==> src/cds_pkg.sv <==
`timescale 1ns / 1ps
`default_nettype none

package cds_pkg;

  localparam int unsigned DayW   = 5;
  localparam int unsigned MonthW = 4;
  localparam int unsigned YearW  = 14;
  localparam int unsigned CountW = 12;
  localparam int unsigned AddrW  = 3;
  localparam int unsigned DataW  = 32;

  localparam logic [CountW-1:0] MAX_STEPS = 12'd4095;

  localparam logic [YearW-1:0] MIN_YEAR_RST = 14'd1900;
  localparam logic [YearW-1:0] MAX_YEAR_RST = 14'd10000;

  // y divisible by 25 <=> (y * 25^-1 mod 2^14) <= floor((2^14-1)/25)
  localparam logic [YearW-1:0] INV25       = 14'd7209;
  localparam logic [YearW-1:0] DIV25_LIMIT = 14'd655;

  localparam logic [MonthW-1:0] MONTH_JAN = 4'd1;
  localparam logic [MonthW-1:0] MONTH_FEB = 4'd2;
  localparam logic [MonthW-1:0] MONTH_APR = 4'd4;
  localparam logic [MonthW-1:0] MONTH_JUN = 4'd6;
  localparam logic [MonthW-1:0] MONTH_SEP = 4'd9;
  localparam logic [MonthW-1:0] MONTH_NOV = 4'd11;
  localparam logic [MonthW-1:0] MONTH_DEC = 4'd12;

  localparam logic [DayW-1:0] DAY_FIRST = 5'd1;
  localparam logic [DayW-1:0] DAY_31    = 5'd31;
  localparam logic [DayW-1:0] DAY_30    = 5'd30;
  localparam logic [DayW-1:0] DAY_29    = 5'd29;
  localparam logic [DayW-1:0] DAY_28    = 5'd28;

  localparam logic [0:0] REG_MIN_YEAR = 1'b0;
  localparam logic [0:0] REG_MAX_YEAR = 1'b1;

  localparam logic ACT_FWD = 1'b0;
  localparam logic ACT_BWD = 1'b1;

  typedef struct packed {
    logic [DayW-1:0]   day;
    logic [MonthW-1:0] month;
    logic [YearW-1:0]  year;
  } date_t;

  function automatic logic [DayW-1:0] month_len(input logic [MonthW-1:0] m,
                                                input logic leap);
    logic [DayW-1:0] len;
    len = DAY_31;
    case (m) inside
      MONTH_APR, MONTH_JUN, MONTH_SEP, MONTH_NOV: len = DAY_30;
      MONTH_FEB: len = leap ? DAY_29 : DAY_28;
      default: len = DAY_31;
    endcase
    return len;
  endfunction

endpackage

`default_nettype wire

==> src/calendar_date_step_core.sv <==
// Sequence: ST_PREP lets the registered leap-year flag settle, then ST_RUN steps one
//   day at a time and the result_valid_o strobe follows the last step or an invalid date.
// Throughput: a new word is taken only while idle; a single day-step unit is
//   reused every cycle and busy stays high until the result is issued.
// Reset: asynchronous, active low; clears the sequencer and the result strobe and
//   sets min_year to 1900 and max_year to 10000. The receiver cannot stall.
`timescale 1ns / 1ps
`default_nettype none

module calendar_date_step_core (
  input  wire logic                       clk_i,
  input  wire logic                       rst_ni,
  input  wire logic                       start,
  output logic                            busy,
  input  wire logic                       action_i,
  input  wire logic [cds_pkg::DayW-1:0]   day_in_i,
  input  wire logic [cds_pkg::MonthW-1:0] month_in_i,
  input  wire logic [cds_pkg::YearW-1:0]  year_in_i,
  input  wire logic [cds_pkg::CountW-1:0] step_count_i,
  output logic                            result_valid_o,
  output logic      [cds_pkg::DayW-1:0]   day_out_o,
  output logic      [cds_pkg::MonthW-1:0] month_out_o,
  output logic      [cds_pkg::YearW-1:0]  year_out_o,
  output logic                            status_o,
  input  wire logic                       psel,
  input  wire logic                       penable,
  input  wire logic                       pwrite,
  input  wire logic [cds_pkg::AddrW-1:0]  paddr,
  input  wire logic [cds_pkg::DataW-1:0]  pwdata,
  output logic      [cds_pkg::DataW-1:0]  prdata,
  output logic                            pready
);
  import cds_pkg::*;

  localparam logic [1:0] ST_IDLE = 2'd0;
  localparam logic [1:0] ST_PREP = 2'd1;
  localparam logic [1:0] ST_RUN  = 2'd2;

  logic [1:0]        state_q, state_d;
  logic [CountW-1:0] cnt_q, cnt_d;
  logic              act_q, act_d;
  date_t             date_q, date_d;
  date_t             res_q, res_d;
  logic              status_q, status_d;
  logic              rvalid_q, rvalid_d;

  logic [YearW-1:0]  min_year, max_year;
  logic              leap;
  logic              step_valid;
  date_t             step_date;
  logic [CountW-1:0] steps_sat;

  assign pready = 1'b1;

  cds_regs u_regs (
    .clk_i      (clk_i),
    .rst_ni     (rst_ni),
    .psel_i     (psel),
    .penable_i  (penable),
    .pwrite_i   (pwrite),
    .paddr_i    (paddr),
    .pwdata_i   (pwdata),
    .prdata_o   (prdata),
    .min_year_o (min_year),
    .max_year_o (max_year)
  );

  cds_leap u_leap (
    .clk_i  (clk_i),
    .year_i (date_q.year),
    .leap_o (leap)
  );

  cds_step u_step (
    .action_i   (act_q),
    .date_i     (date_q),
    .leap_i     (leap),
    .min_year_i (min_year),
    .max_year_i (max_year),
    .valid_o    (step_valid),
    .date_o     (step_date)
  );

  assign steps_sat = (step_count_i > MAX_STEPS) ? MAX_STEPS : step_count_i;
  assign busy      = (state_q != ST_IDLE);

  always_comb begin
    state_d  = state_q;
    cnt_d    = cnt_q;
    act_d    = act_q;
    date_d   = date_q;
    res_d    = res_q;
    status_d = status_q;
    rvalid_d = 1'b0;
    unique case (state_q)
      ST_IDLE: begin
        if (start) begin
          act_d        = action_i;
          date_d.day   = day_in_i;
          date_d.month = month_in_i;
          date_d.year  = year_in_i;
          cnt_d        = steps_sat;
          state_d      = ST_PREP;
        end
      end
      ST_PREP: begin
        state_d = ST_RUN;
      end
      ST_RUN: begin
        if (cnt_q == '0) begin
          res_d    = date_q;
          status_d = 1'b0;
          rvalid_d = 1'b1;
          state_d  = ST_IDLE;
        end else if (!step_valid) begin
          res_d    = '0;
          status_d = 1'b1;
          rvalid_d = 1'b1;
          state_d  = ST_IDLE;
        end else begin
          date_d = step_date;
          cnt_d  = cnt_q - {{(CountW-1){1'b0}}, 1'b1};
        end
      end
      default: state_d = ST_IDLE;
    endcase
  end

  always_ff @(posedge clk_i or negedge rst_ni) begin
    if (!rst_ni) begin
      state_q  <= ST_IDLE;
      rvalid_q <= 1'b0;
    end else begin
      state_q  <= state_d;
      rvalid_q <= rvalid_d;
    end
  end

  always_ff @(posedge clk_i) begin
    cnt_q    <= cnt_d;
    act_q    <= act_d;
    date_q   <= date_d;
    res_q    <= res_d;
    status_q <= status_d;
  end

  assign result_valid_o = rvalid_q;
  assign day_out_o      = res_q.day;
  assign month_out_o    = res_q.month;
  assign year_out_o     = res_q.year;
  assign status_o       = status_q;

endmodule

`default_nettype wire

==> src/cds_regs.sv <==
`timescale 1ns / 1ps
`default_nettype none

module cds_regs (
  input  wire logic                      clk_i,
  input  wire logic                      rst_ni,
  input  wire logic                      psel_i,
  input  wire logic                      penable_i,
  input  wire logic                      pwrite_i,
  input  wire logic [cds_pkg::AddrW-1:0] paddr_i,
  input  wire logic [cds_pkg::DataW-1:0] pwdata_i,
  output logic      [cds_pkg::DataW-1:0] prdata_o,
  output logic      [cds_pkg::YearW-1:0] min_year_o,
  output logic      [cds_pkg::YearW-1:0] max_year_o
);
  import cds_pkg::*;

  logic [YearW-1:0] min_year_q, min_year_d;
  logic [YearW-1:0] max_year_q, max_year_d;
  logic             wr_en;
  logic [0:0]       reg_sel;

  assign wr_en   = psel_i & penable_i & pwrite_i;
  assign reg_sel = paddr_i[2];

  always_comb begin
    min_year_d = min_year_q;
    max_year_d = max_year_q;
    if (wr_en) begin
      unique case (reg_sel)
        REG_MIN_YEAR: min_year_d = pwdata_i[YearW-1:0];
        REG_MAX_YEAR: max_year_d = pwdata_i[YearW-1:0];
        default: ;
      endcase
    end
  end

  always_ff @(posedge clk_i or negedge rst_ni) begin
    if (!rst_ni) begin
      min_year_q <= MIN_YEAR_RST;
      max_year_q <= MAX_YEAR_RST;
    end else begin
      min_year_q <= min_year_d;
      max_year_q <= max_year_d;
    end
  end

  always_comb begin
    unique case (reg_sel)
      REG_MIN_YEAR: prdata_o = {{(DataW-YearW){1'b0}}, min_year_q};
      REG_MAX_YEAR: prdata_o = {{(DataW-YearW){1'b0}}, max_year_q};
      default:      prdata_o = '0;
    endcase
  end

  assign min_year_o = min_year_q;
  assign max_year_o = max_year_q;

endmodule

`default_nettype wire

==> src/cds_leap.sv <==
`timescale 1ns / 1ps
`default_nettype none

module cds_leap (
  input  wire logic                      clk_i,
  input  wire logic [cds_pkg::YearW-1:0] year_i,
  output logic                           leap_o
);
  import cds_pkg::*;

  logic [YearW-1:0] prod;
  logic             div4, div16, div25;
  logic             leap_q, leap_d;

  assign prod  = year_i * INV25;
  assign div25 = (prod <= DIV25_LIMIT);
  assign div4  = (year_i[1:0] == 2'b00);
  assign div16 = (year_i[3:0] == 4'b0000);

  // div by 100 = div4 & div25, div by 400 = div16 & div25
  assign leap_d = div4 & (~div25 | div16);

  always_ff @(posedge clk_i) begin
    leap_q <= leap_d;
  end

  assign leap_o = leap_q;

endmodule

`default_nettype wire

==> src/cds_step.sv <==
`timescale 1ns / 1ps
`default_nettype none

module cds_step (
  input  wire logic                      action_i,
  input  wire cds_pkg::date_t            date_i,
  input  wire logic                      leap_i,
  input  wire logic [cds_pkg::YearW-1:0] min_year_i,
  input  wire logic [cds_pkg::YearW-1:0] max_year_i,
  output logic                           valid_o,
  output cds_pkg::date_t                 date_o
);
  import cds_pkg::*;

  logic [DayW-1:0]   len;
  logic [MonthW-1:0] prev_month;
  logic              year_ok, month_ok, day_ok;

  assign len        = month_len(date_i.month, leap_i);
  assign prev_month = date_i.month - MONTH_JAN;

  assign year_ok  = (date_i.year >= min_year_i) && (date_i.year <= max_year_i);
  assign month_ok = (date_i.month >= MONTH_JAN) && (date_i.month <= MONTH_DEC);
  assign day_ok   = (date_i.day >= DAY_FIRST) && (date_i.day <= len);
  assign valid_o  = year_ok & month_ok & day_ok;

  always_comb begin
    date_o = date_i;
    if (action_i == ACT_FWD) begin
      if (date_i.day < len) begin
        date_o.day = date_i.day + DAY_FIRST;
      end else if (date_i.month < MONTH_DEC) begin
        date_o.day   = DAY_FIRST;
        date_o.month = date_i.month + MONTH_JAN;
      end else begin
        date_o.day   = DAY_FIRST;
        date_o.month = MONTH_JAN;
        date_o.year  = date_i.year + {{(YearW-1){1'b0}}, 1'b1};
      end
    end else begin
      if (date_i.day > DAY_FIRST) begin
        date_o.day = date_i.day - DAY_FIRST;
      end else if (date_i.month > MONTH_JAN) begin
        date_o.month = prev_month;
        date_o.day   = month_len(prev_month, leap_i);
      end else begin
        date_o.day   = DAY_31;
        date_o.month = MONTH_DEC;
        date_o.year  = date_i.year - {{(YearW-1){1'b0}}, 1'b1};
      end
    end
  end

endmodule

`default_nettype wire

==> config.mk <==
export PLATFORM = sky130hd
export DESIGN_NAME = calendar_date_step_core
export DESIGN_NICKNAME = d
export VERILOG_FILES = /design/src/cds_pkg.sv /design/src/calendar_date_step_core.sv /design/src/cds_regs.sv /design/src/cds_leap.sv /design/src/cds_step.sv
export SDC_FILE = /design/constraint.sdc
export NUM_CORES = 1
export LEC_CHECK = 0
export ABC_AREA = 1
export BUFFER_PORTS_ARGS = -buffer_cell sky130_fd_sc_hd__buf_2
export CAP_MARGIN = 20
export CORE_UTILIZATION = 30
export CTS_CLUSTER_DIAMETER = 80
export DETAILED_ROUTE_END_ITERATION = 7
export GPL_TIMING_DRIVEN = 0
export HOLD_SLACK_MARGIN = 0.08
export PLACE_DENSITY = 0.56
export SLEW_MARGIN = 25
export SYNTH_ARGS = -nofsm -noshare
export SYNTH_HDL_FRONTEND = slang
export SYNTH_SLANG_ARGS = --single-unit
==> constraint.sdc <==
create_clock -name clk_i -period 7.9 [get_ports clk_i]
set_input_delay 1.185 -clock clk_i [delete_from_list [all_inputs] [get_ports clk_i]]
set_output_delay 1.185 -clock clk_i [all_outputs]
set_load 0.01 [all_outputs]
* Word level (Yosys, flattened, before mapping)
Index checks and enable logic that the tools add are counted.
W data, S select, Z words.
** Word-level totals
- Register bits after elaboration :: 92
- Bits of input ports :: 77
- Output and inout port bits :: 59
- Word-level logic and storage cells :: 116
** Cells by class
- $add $sub $neg :: 7
- Multiply operators :: 1
- Order comparisons :: 12
- Equal/unequal tests :: 21
- Mux-type cells :: 34
- Bitwise operators :: 8
- Reduce and logical (&&, ||, !) cells :: 19
** Operators by type and width (number)
- $mux W23 :: 6
- $pmux W32 S2 :: 1
- $mux W12 :: 4
- $pmux W23 S2 :: 1
- $mux W18 :: 2
- $mux W5 :: 6
- $mux W14 :: 2
- $pmux W12 S2 :: 1
- $eq A4 B3 Y1 const B :: 4
- $eq A4 B4 Y1 const B :: 4
- $ne A3 B3 Y1 const B :: 5
- $add A14 B1 Y14 const B :: 1
- $ge A14 B14 Y1 :: 1
- $le A14 B10 Y1 const B :: 1
- $le A14 B14 Y1 :: 1
- $mul A14 B13 Y14 const B :: 1
- $sub A14 B1 Y14 const B :: 1
- $gt A12 B12 Y1 const B :: 1
- $logic_not A12 Y1 :: 1
- $sub A12 B1 Y12 const B :: 1
- $reduce_and A2 Y1 :: 5
- $mux W9 :: 1
- $eq A4 B2 Y1 const B :: 2
- $reduce_and A8 Y1 :: 1
- 30 further kinds :: 48

* Depth between registers and ports, before layout
- Word-level depth :: 10
- Mapped depth :: 21
- Depth with buffers taken out :: 21

* Hierarchy
A second synthesis with hierarchy kept.
** Unflattened totals
- Cells, all modules :: 1067
- Area, all modules :: 7915.1 um^2
** By module, submodules not included
- calendar_date_step_core :: instances 1, cells an instance 293, area each 2915.3 um^2, seq. area each 1876.8 um^2
- cds_step :: instances 1, cells an instance 381, area each 2103.3 um^2, seq. area each 0.0 um^2
- cds_regs :: instances 1, cells an instance 189, area each 1490.2 um^2, seq. area each 715.7 um^2
- cds_leap :: instances 1, cells an instance 204, area each 1406.3 um^2, seq. area each 20.0 um^2

* Worst setup path after synthesis
Ideal clock, no wire load.
- Kind :: flip-flop to flip-flop
- From :: register date_q[0] in the netlist's numbering
- To :: register u_leap.leap_q (netlist: u_leap.leap_o)
- Setup time :: 0.109 ns
- Data arrival time :: 3.607 ns
- Data required time :: 7.791 ns
- Slack :: 4.185 ns
- Stages on the path, launching flop included :: 17
- Buffers on the path :: 0
- Period minus slack after synthesis :: 3.715 ns
- Cell sequence :: edfxtp_1 fa_1 ha_1 ha_1 inv_1 fa_1 fa_1 inv_1 ha_1 a21oi_1 o21ai_0 a31oi_1 inv_1 nand2_1 nand3_1 nand2_1 inv_1
** Between the ends
- Cells in the longest elaborated chain, start to end :: 5
- Elaborated cells on any way between the ends :: 7
- Classes of those cells :: mul (1); order compare (1); bitwise (3); reduce/logical (2)
** RTL lines
- start, declared :: line calendar_date_step_core.sv:42 : date_t date_q, date_d;
- start signal, assigned :: line calendar_date_step_core.sv:142 : date_q <= date_d;
- $mul A14 B13 Y14 :: line cds_leap.sv:15 : assign prod = year_i * INV25;
- $le A14 B10 Y1 :: line cds_leap.sv:16 : assign div25 = (prod <= DIV25_LIMIT);
- $not A1 Y1 :: line cds_leap.sv:21 : assign leap_d = div4 & (~div25 | div16);
- $or A1 B1 Y1 :: line cds_leap.sv:21
- $and A1 B1 Y1 * :: line cds_leap.sv:21
- net u_leap.leap_d :: line cds_leap.sv:13 : logic leap_q, leap_d;
- end signal, assigned :: line cds_leap.sv:24 : leap_q <= leap_d;
- end, declared :: line cds_leap.sv:13
The timed path passes the listed nets; every way through them passes the cells marked *.
A chain may end at the register's enable or synchronous reset.

* Worst setup path after layout
- From :: register date_q[1] in the netlist's numbering
- To :: register u_leap.leap_q (netlist: u_leap.leap_o)
The elaborated chain is that of the path after synthesis.

==> results.json <==
{
  "grt_max_degree": 32,
  "min_period_over_period_pct": 52.79,
  "seq_power_share_pct": 23.4,
  "async_flop_share_pct": 33.70,
  "ioPinCount": 136,
  "ys_seq_elements": 92,
  "drc": 0,
  "ir_worst_vdd_mv": 0.2106,
  "post_dp_cell_area_um2": 8661,
  "crit_arrival_ns": 4.43,
  "numCtsBuffers": 9,
  "route.vias.total": 6358,
  "ys_seq_area_share_pct": 33.98,
  "path_class": "flop to flop",
  "setup_viol": 0,
  "hold_viol": 0,
  "grt_use_total_pct": 15.54,
  "slew_violations": 0,
  "synthToLayoutAreaGrowth_pct": 16.24,
  "fmax_mhz": 239.8,
  "die_x_um": 162.1,
  "wirelength_um": 19350,
  "place_hpwl_um": 15160,
  "syn_avg_cell_area_um2": 8.250,
  "clk_pin_slew_ns": 0.07,
  "p_switching_mw": 1.851,
  "rows": 58,
  "fin_area_um2": 8937,
  "nNetsFinal": 1238,
  "vias_per_cell": 4.568,
  "synth_area_um2": 7689,
  "drv_cap": 0,
  "intPower_mw": 1.844,
  "finClkSkew_ns": 0.01240,
  "cp.required_ns": 8.16,
  "synth_flop_cell": "edfxtp_1",
  "layout_min_cycle_time_ns": 4.170,
  "core_um2": 25180,
  "relSlewSlack_pct": 48.32,
  "cts_setup_buffers": 0,
  "ctsResizeCount": 0,
  "worstSetupEndpointType": "flop",
  "critPathLaunchType": "flop",
  "fillers": 2656,
  "cts_max_level": 3,
  "synth_edf_count": 60,
  "antenna_left": 0,
  "pwr-share-comb_pct": 65.2,
  "hold_buffers": 0,
  "clkPwrFrac_pct": 11.4,
  "drive_gt1_share_pct": 20.72,
  "drtPass1Iterations": 5,
  "synth_cell_type_count": 51,
  "routedWlPerCell_um": 13.90,
  "clock-root-buffer": "clkbuf_16",
  "cts_tree": "built",
  "sw_frac_of_total_pct": 50.10,
  "num_antenna_cells": 0,
  "tns_ns": 0,
  "first_global_vias": 6111,
  "outcome": "finished, final reports clean",
  "netlist_instances": 932,
  "rsz0062_at_grt": "false",
  "die_h_um": 162.1,
  "grt_pass1_wl_um": 31570,
  "die_area_um2": 26270,
  "p_total_mw": 3.694,
  "worst_pin_slew_ns": 0.7752,
  "powerDensity_nw_per_um2": 413.3,
  "start_util_pct": 30.53,
  "clk_latency_ns": 0.36,
  "critPathMaxFanout": 9,
  "clock_path_buffers": 2,
  "grt_remaining_overflow": 0,
  "gp_congestion": 0.8727,
  "cts.sinks": 92,
  "p_leak_nw": 4.395,
  "holdCritPathClass": "flop to flop",
  "antenna_found_initial": 0,
  "yosysWarnings": 0,
  "dr.first_iter.drc_count": 317,
  "portBuffers": 96
}
==> area by class of cell <==
type	count	area, µm²	share of cell area (%)
inverter	165	621.8	6.958
sequential	92	2613	29.23
buffer	38	269.0	3.010
clock buffer	9	225.2	2.520
timing repair buffer	97	491.7	5.502
multi-input combinational	654	4253	47.59
clock inverter	7	51.30	0.5740
tap	330	412.9	4.620
==> cell usage after synthesis (2+ instances only) <==
cell / count / area (µm²)
nand2_1: 197 / 739.5
inv_1: 154 / 578.1
ha_1: 92 / 1151
o21ai_0: 74 / 370.4
edfxtp_1: 60 / 1802
nor2_1: 56 / 210.2
nand3_1: 42 / 210.2
a21oi_1: 41 / 205.2
nor2_4: 26 / 292.8
buf_4: 21 / 157.7
dfrtp_1: 19 / 475.5
dfstp_2: 12 / 315.3
fa_1: 12 / 240.2
nand4_1: 12 / 75.07
xor2_1: 11 / 96.34
inv_2: 10 / 37.54
a31oi_1: 9 / 56.30
nor3_1: 7 / 35.03
buf_2: 6 / 30.03
clkbuf_1: 6 / 22.52
nor2_2: 6 / 37.54
o211ai_1: 6 / 45.04
xnor2_1: 5 / 43.79
nand3_2: 4 / 40.04
a21o_1: 3 / 22.52
o21bai_1: 3 / 22.52
o31ai_1: 3 / 22.52
a21oi_2: 2 / 17.52
buf_1: 2 / 7.510
buf_12: 2 / 40.04
conb_1: 2 / 7.510
nand2_2: 2 / 12.51
nand2_4: 2 / 22.52
nand3b_1: 2 / 15.01
nand4_4: 2 / 42.54
nor3b_1: 2 / 15.01
o21ai_2: 2 / 17.52
or2_2: 2 / 12.51
==> worst max-delay path: stages, from the launching register on <==
cell,delay [ns]
edfxtp_1,0.69
fa_1,0.51
ha_1,0.28
ha_1,0.27
inv_1,0.05
fa_1,0.50
fa_1,0.54
inv_1,0.04
ha_1,0.33
a21oi_1,0.16
o21ai_0,0.10
a31oi_1,0.21
inv_1,0.07
nand2_1,0.07
nand3_1,0.11
nand2_1,0.08
inv_1,0.04
==> metal layers <==
metal	global-route usage, %	vias up	share of wire, %
li1	-	3263	-
met1	20.35	2932	48
met2	25.93	137	46
met3	3.013	26	4.5
met4	4.331	0	1.6
met5	0	-	0
==> sequential cells by signal (all words and copies together) (netlist names) <==
name,count
u_leap.leap_o,1
u_regs.min_year_o,14
status_o,1
year_out_o,14
month_out_o,4
u_regs.max_year_o,14
cnt_q,12
state_q,2
act_q,1
date_q,23
result_valid_o,1
day_out_o,5
==> cell families after synthesis <==
| group | count (synthesis) | share of synthesized area [%] |
|---|---|---|
| AOI/OAI and AO/OA | 147 | 10.58 |
| xor gates and xnor gates | 17 | 2.034 |
| adders and majority gates | 104 | 18.10 |
| buffers and inverters | 203 | 11.59 |
| DFF | 92 | 33.98 |
| other | 2 | 0.09768 |
| and+or+nand+nor | 367 | 23.63 |
==> final timing paths <==
| kind | startpoint | to | slack, ns | cells after the start |
|---|---|---|---|---|
| worst max-delay path | date_q[1]$_DFFE_PP_ | u_leap.leap_o$_DFF_P_ | 3.73 | 16 |
| max in group asynchronous | rst_ni | u_regs.min_year_o[11]$_DFFE_PN0P_ | 6.54 | 1 |
| min in group asynchronous | rst_ni | u_regs.min_year_o[1]$_DFFE_PN0P_ | 0.89 | 1 |
| worst min-delay path | u_regs.min_year_o[1]$_DFFE_PN0P_ | u_regs.min_year_o[1]$_DFFE_PN0P_ | 0.48 | 2 |
| worst min register to register | u_regs.min_year_o[1]$_DFFE_PN0P_ | u_regs.min_year_o[1]$_DFFE_PN0P_ | 0.48 | 2 |
| worst max register to register | date_q[1]$_DFFE_PP_ | u_leap.leap_o$_DFF_P_ | 3.73 | 16 |
==> layout by cell type (no fill, tap or decap), types with 3 or more instances in the layout <==
master,n
clkbuf_1,6
ha_1,92
dfstp_2,12
inv_2,11
a21o_1,3
a21oi_1,40
o211ai_1,6
fa_1,12
dfrtp_1,19
xor2_1,11
o21bai_1,3
edfxtp_1,60
nand3_1,42
nand4_1,12
a21oi_2,3
buf_2,102
a31oi_1,9
buf_4,21
nand3_2,4
o21ai_0,74
o31ai_1,3
nor3_1,7
conb_1,19
nor2_2,6
nor2_1,56
clkbuf_16,9
inv_1,153
xnor2_1,5
nand2_1,197
nor2_4,26
==> per-stage QoR <==
step	util (%)	cells	hold slack, ns	setup slack [ns]
3_5_place_dp	34.39	1376	0.4732	3.723
5_1_grt	35.49	1392	0.5045	3.413
2_1_floorplan	-	949	0.4530	4.185
4_1_cts	35.49	1392	0.4901	3.697
6_report	35.49	1392	0.4836	3.730
3_3_place_gp	34.33	1375	0.4715	3.712
==> power groups by stage <==
stage | Sequential, mW | Clock [mW] | Combinational, mW
global placement | 0.881 | 0 | 2.38
detailed placement | 0.881 | 0 | 2.42
global route | 0.889 | 0.449 | 2.85
floorplan | 0.827 | 0 | 1.89
finish | 0.866 | 0.421 | 2.41
CTS | 0.872 | 0.430 | 2.44
(Power assumes the default switching activity.)
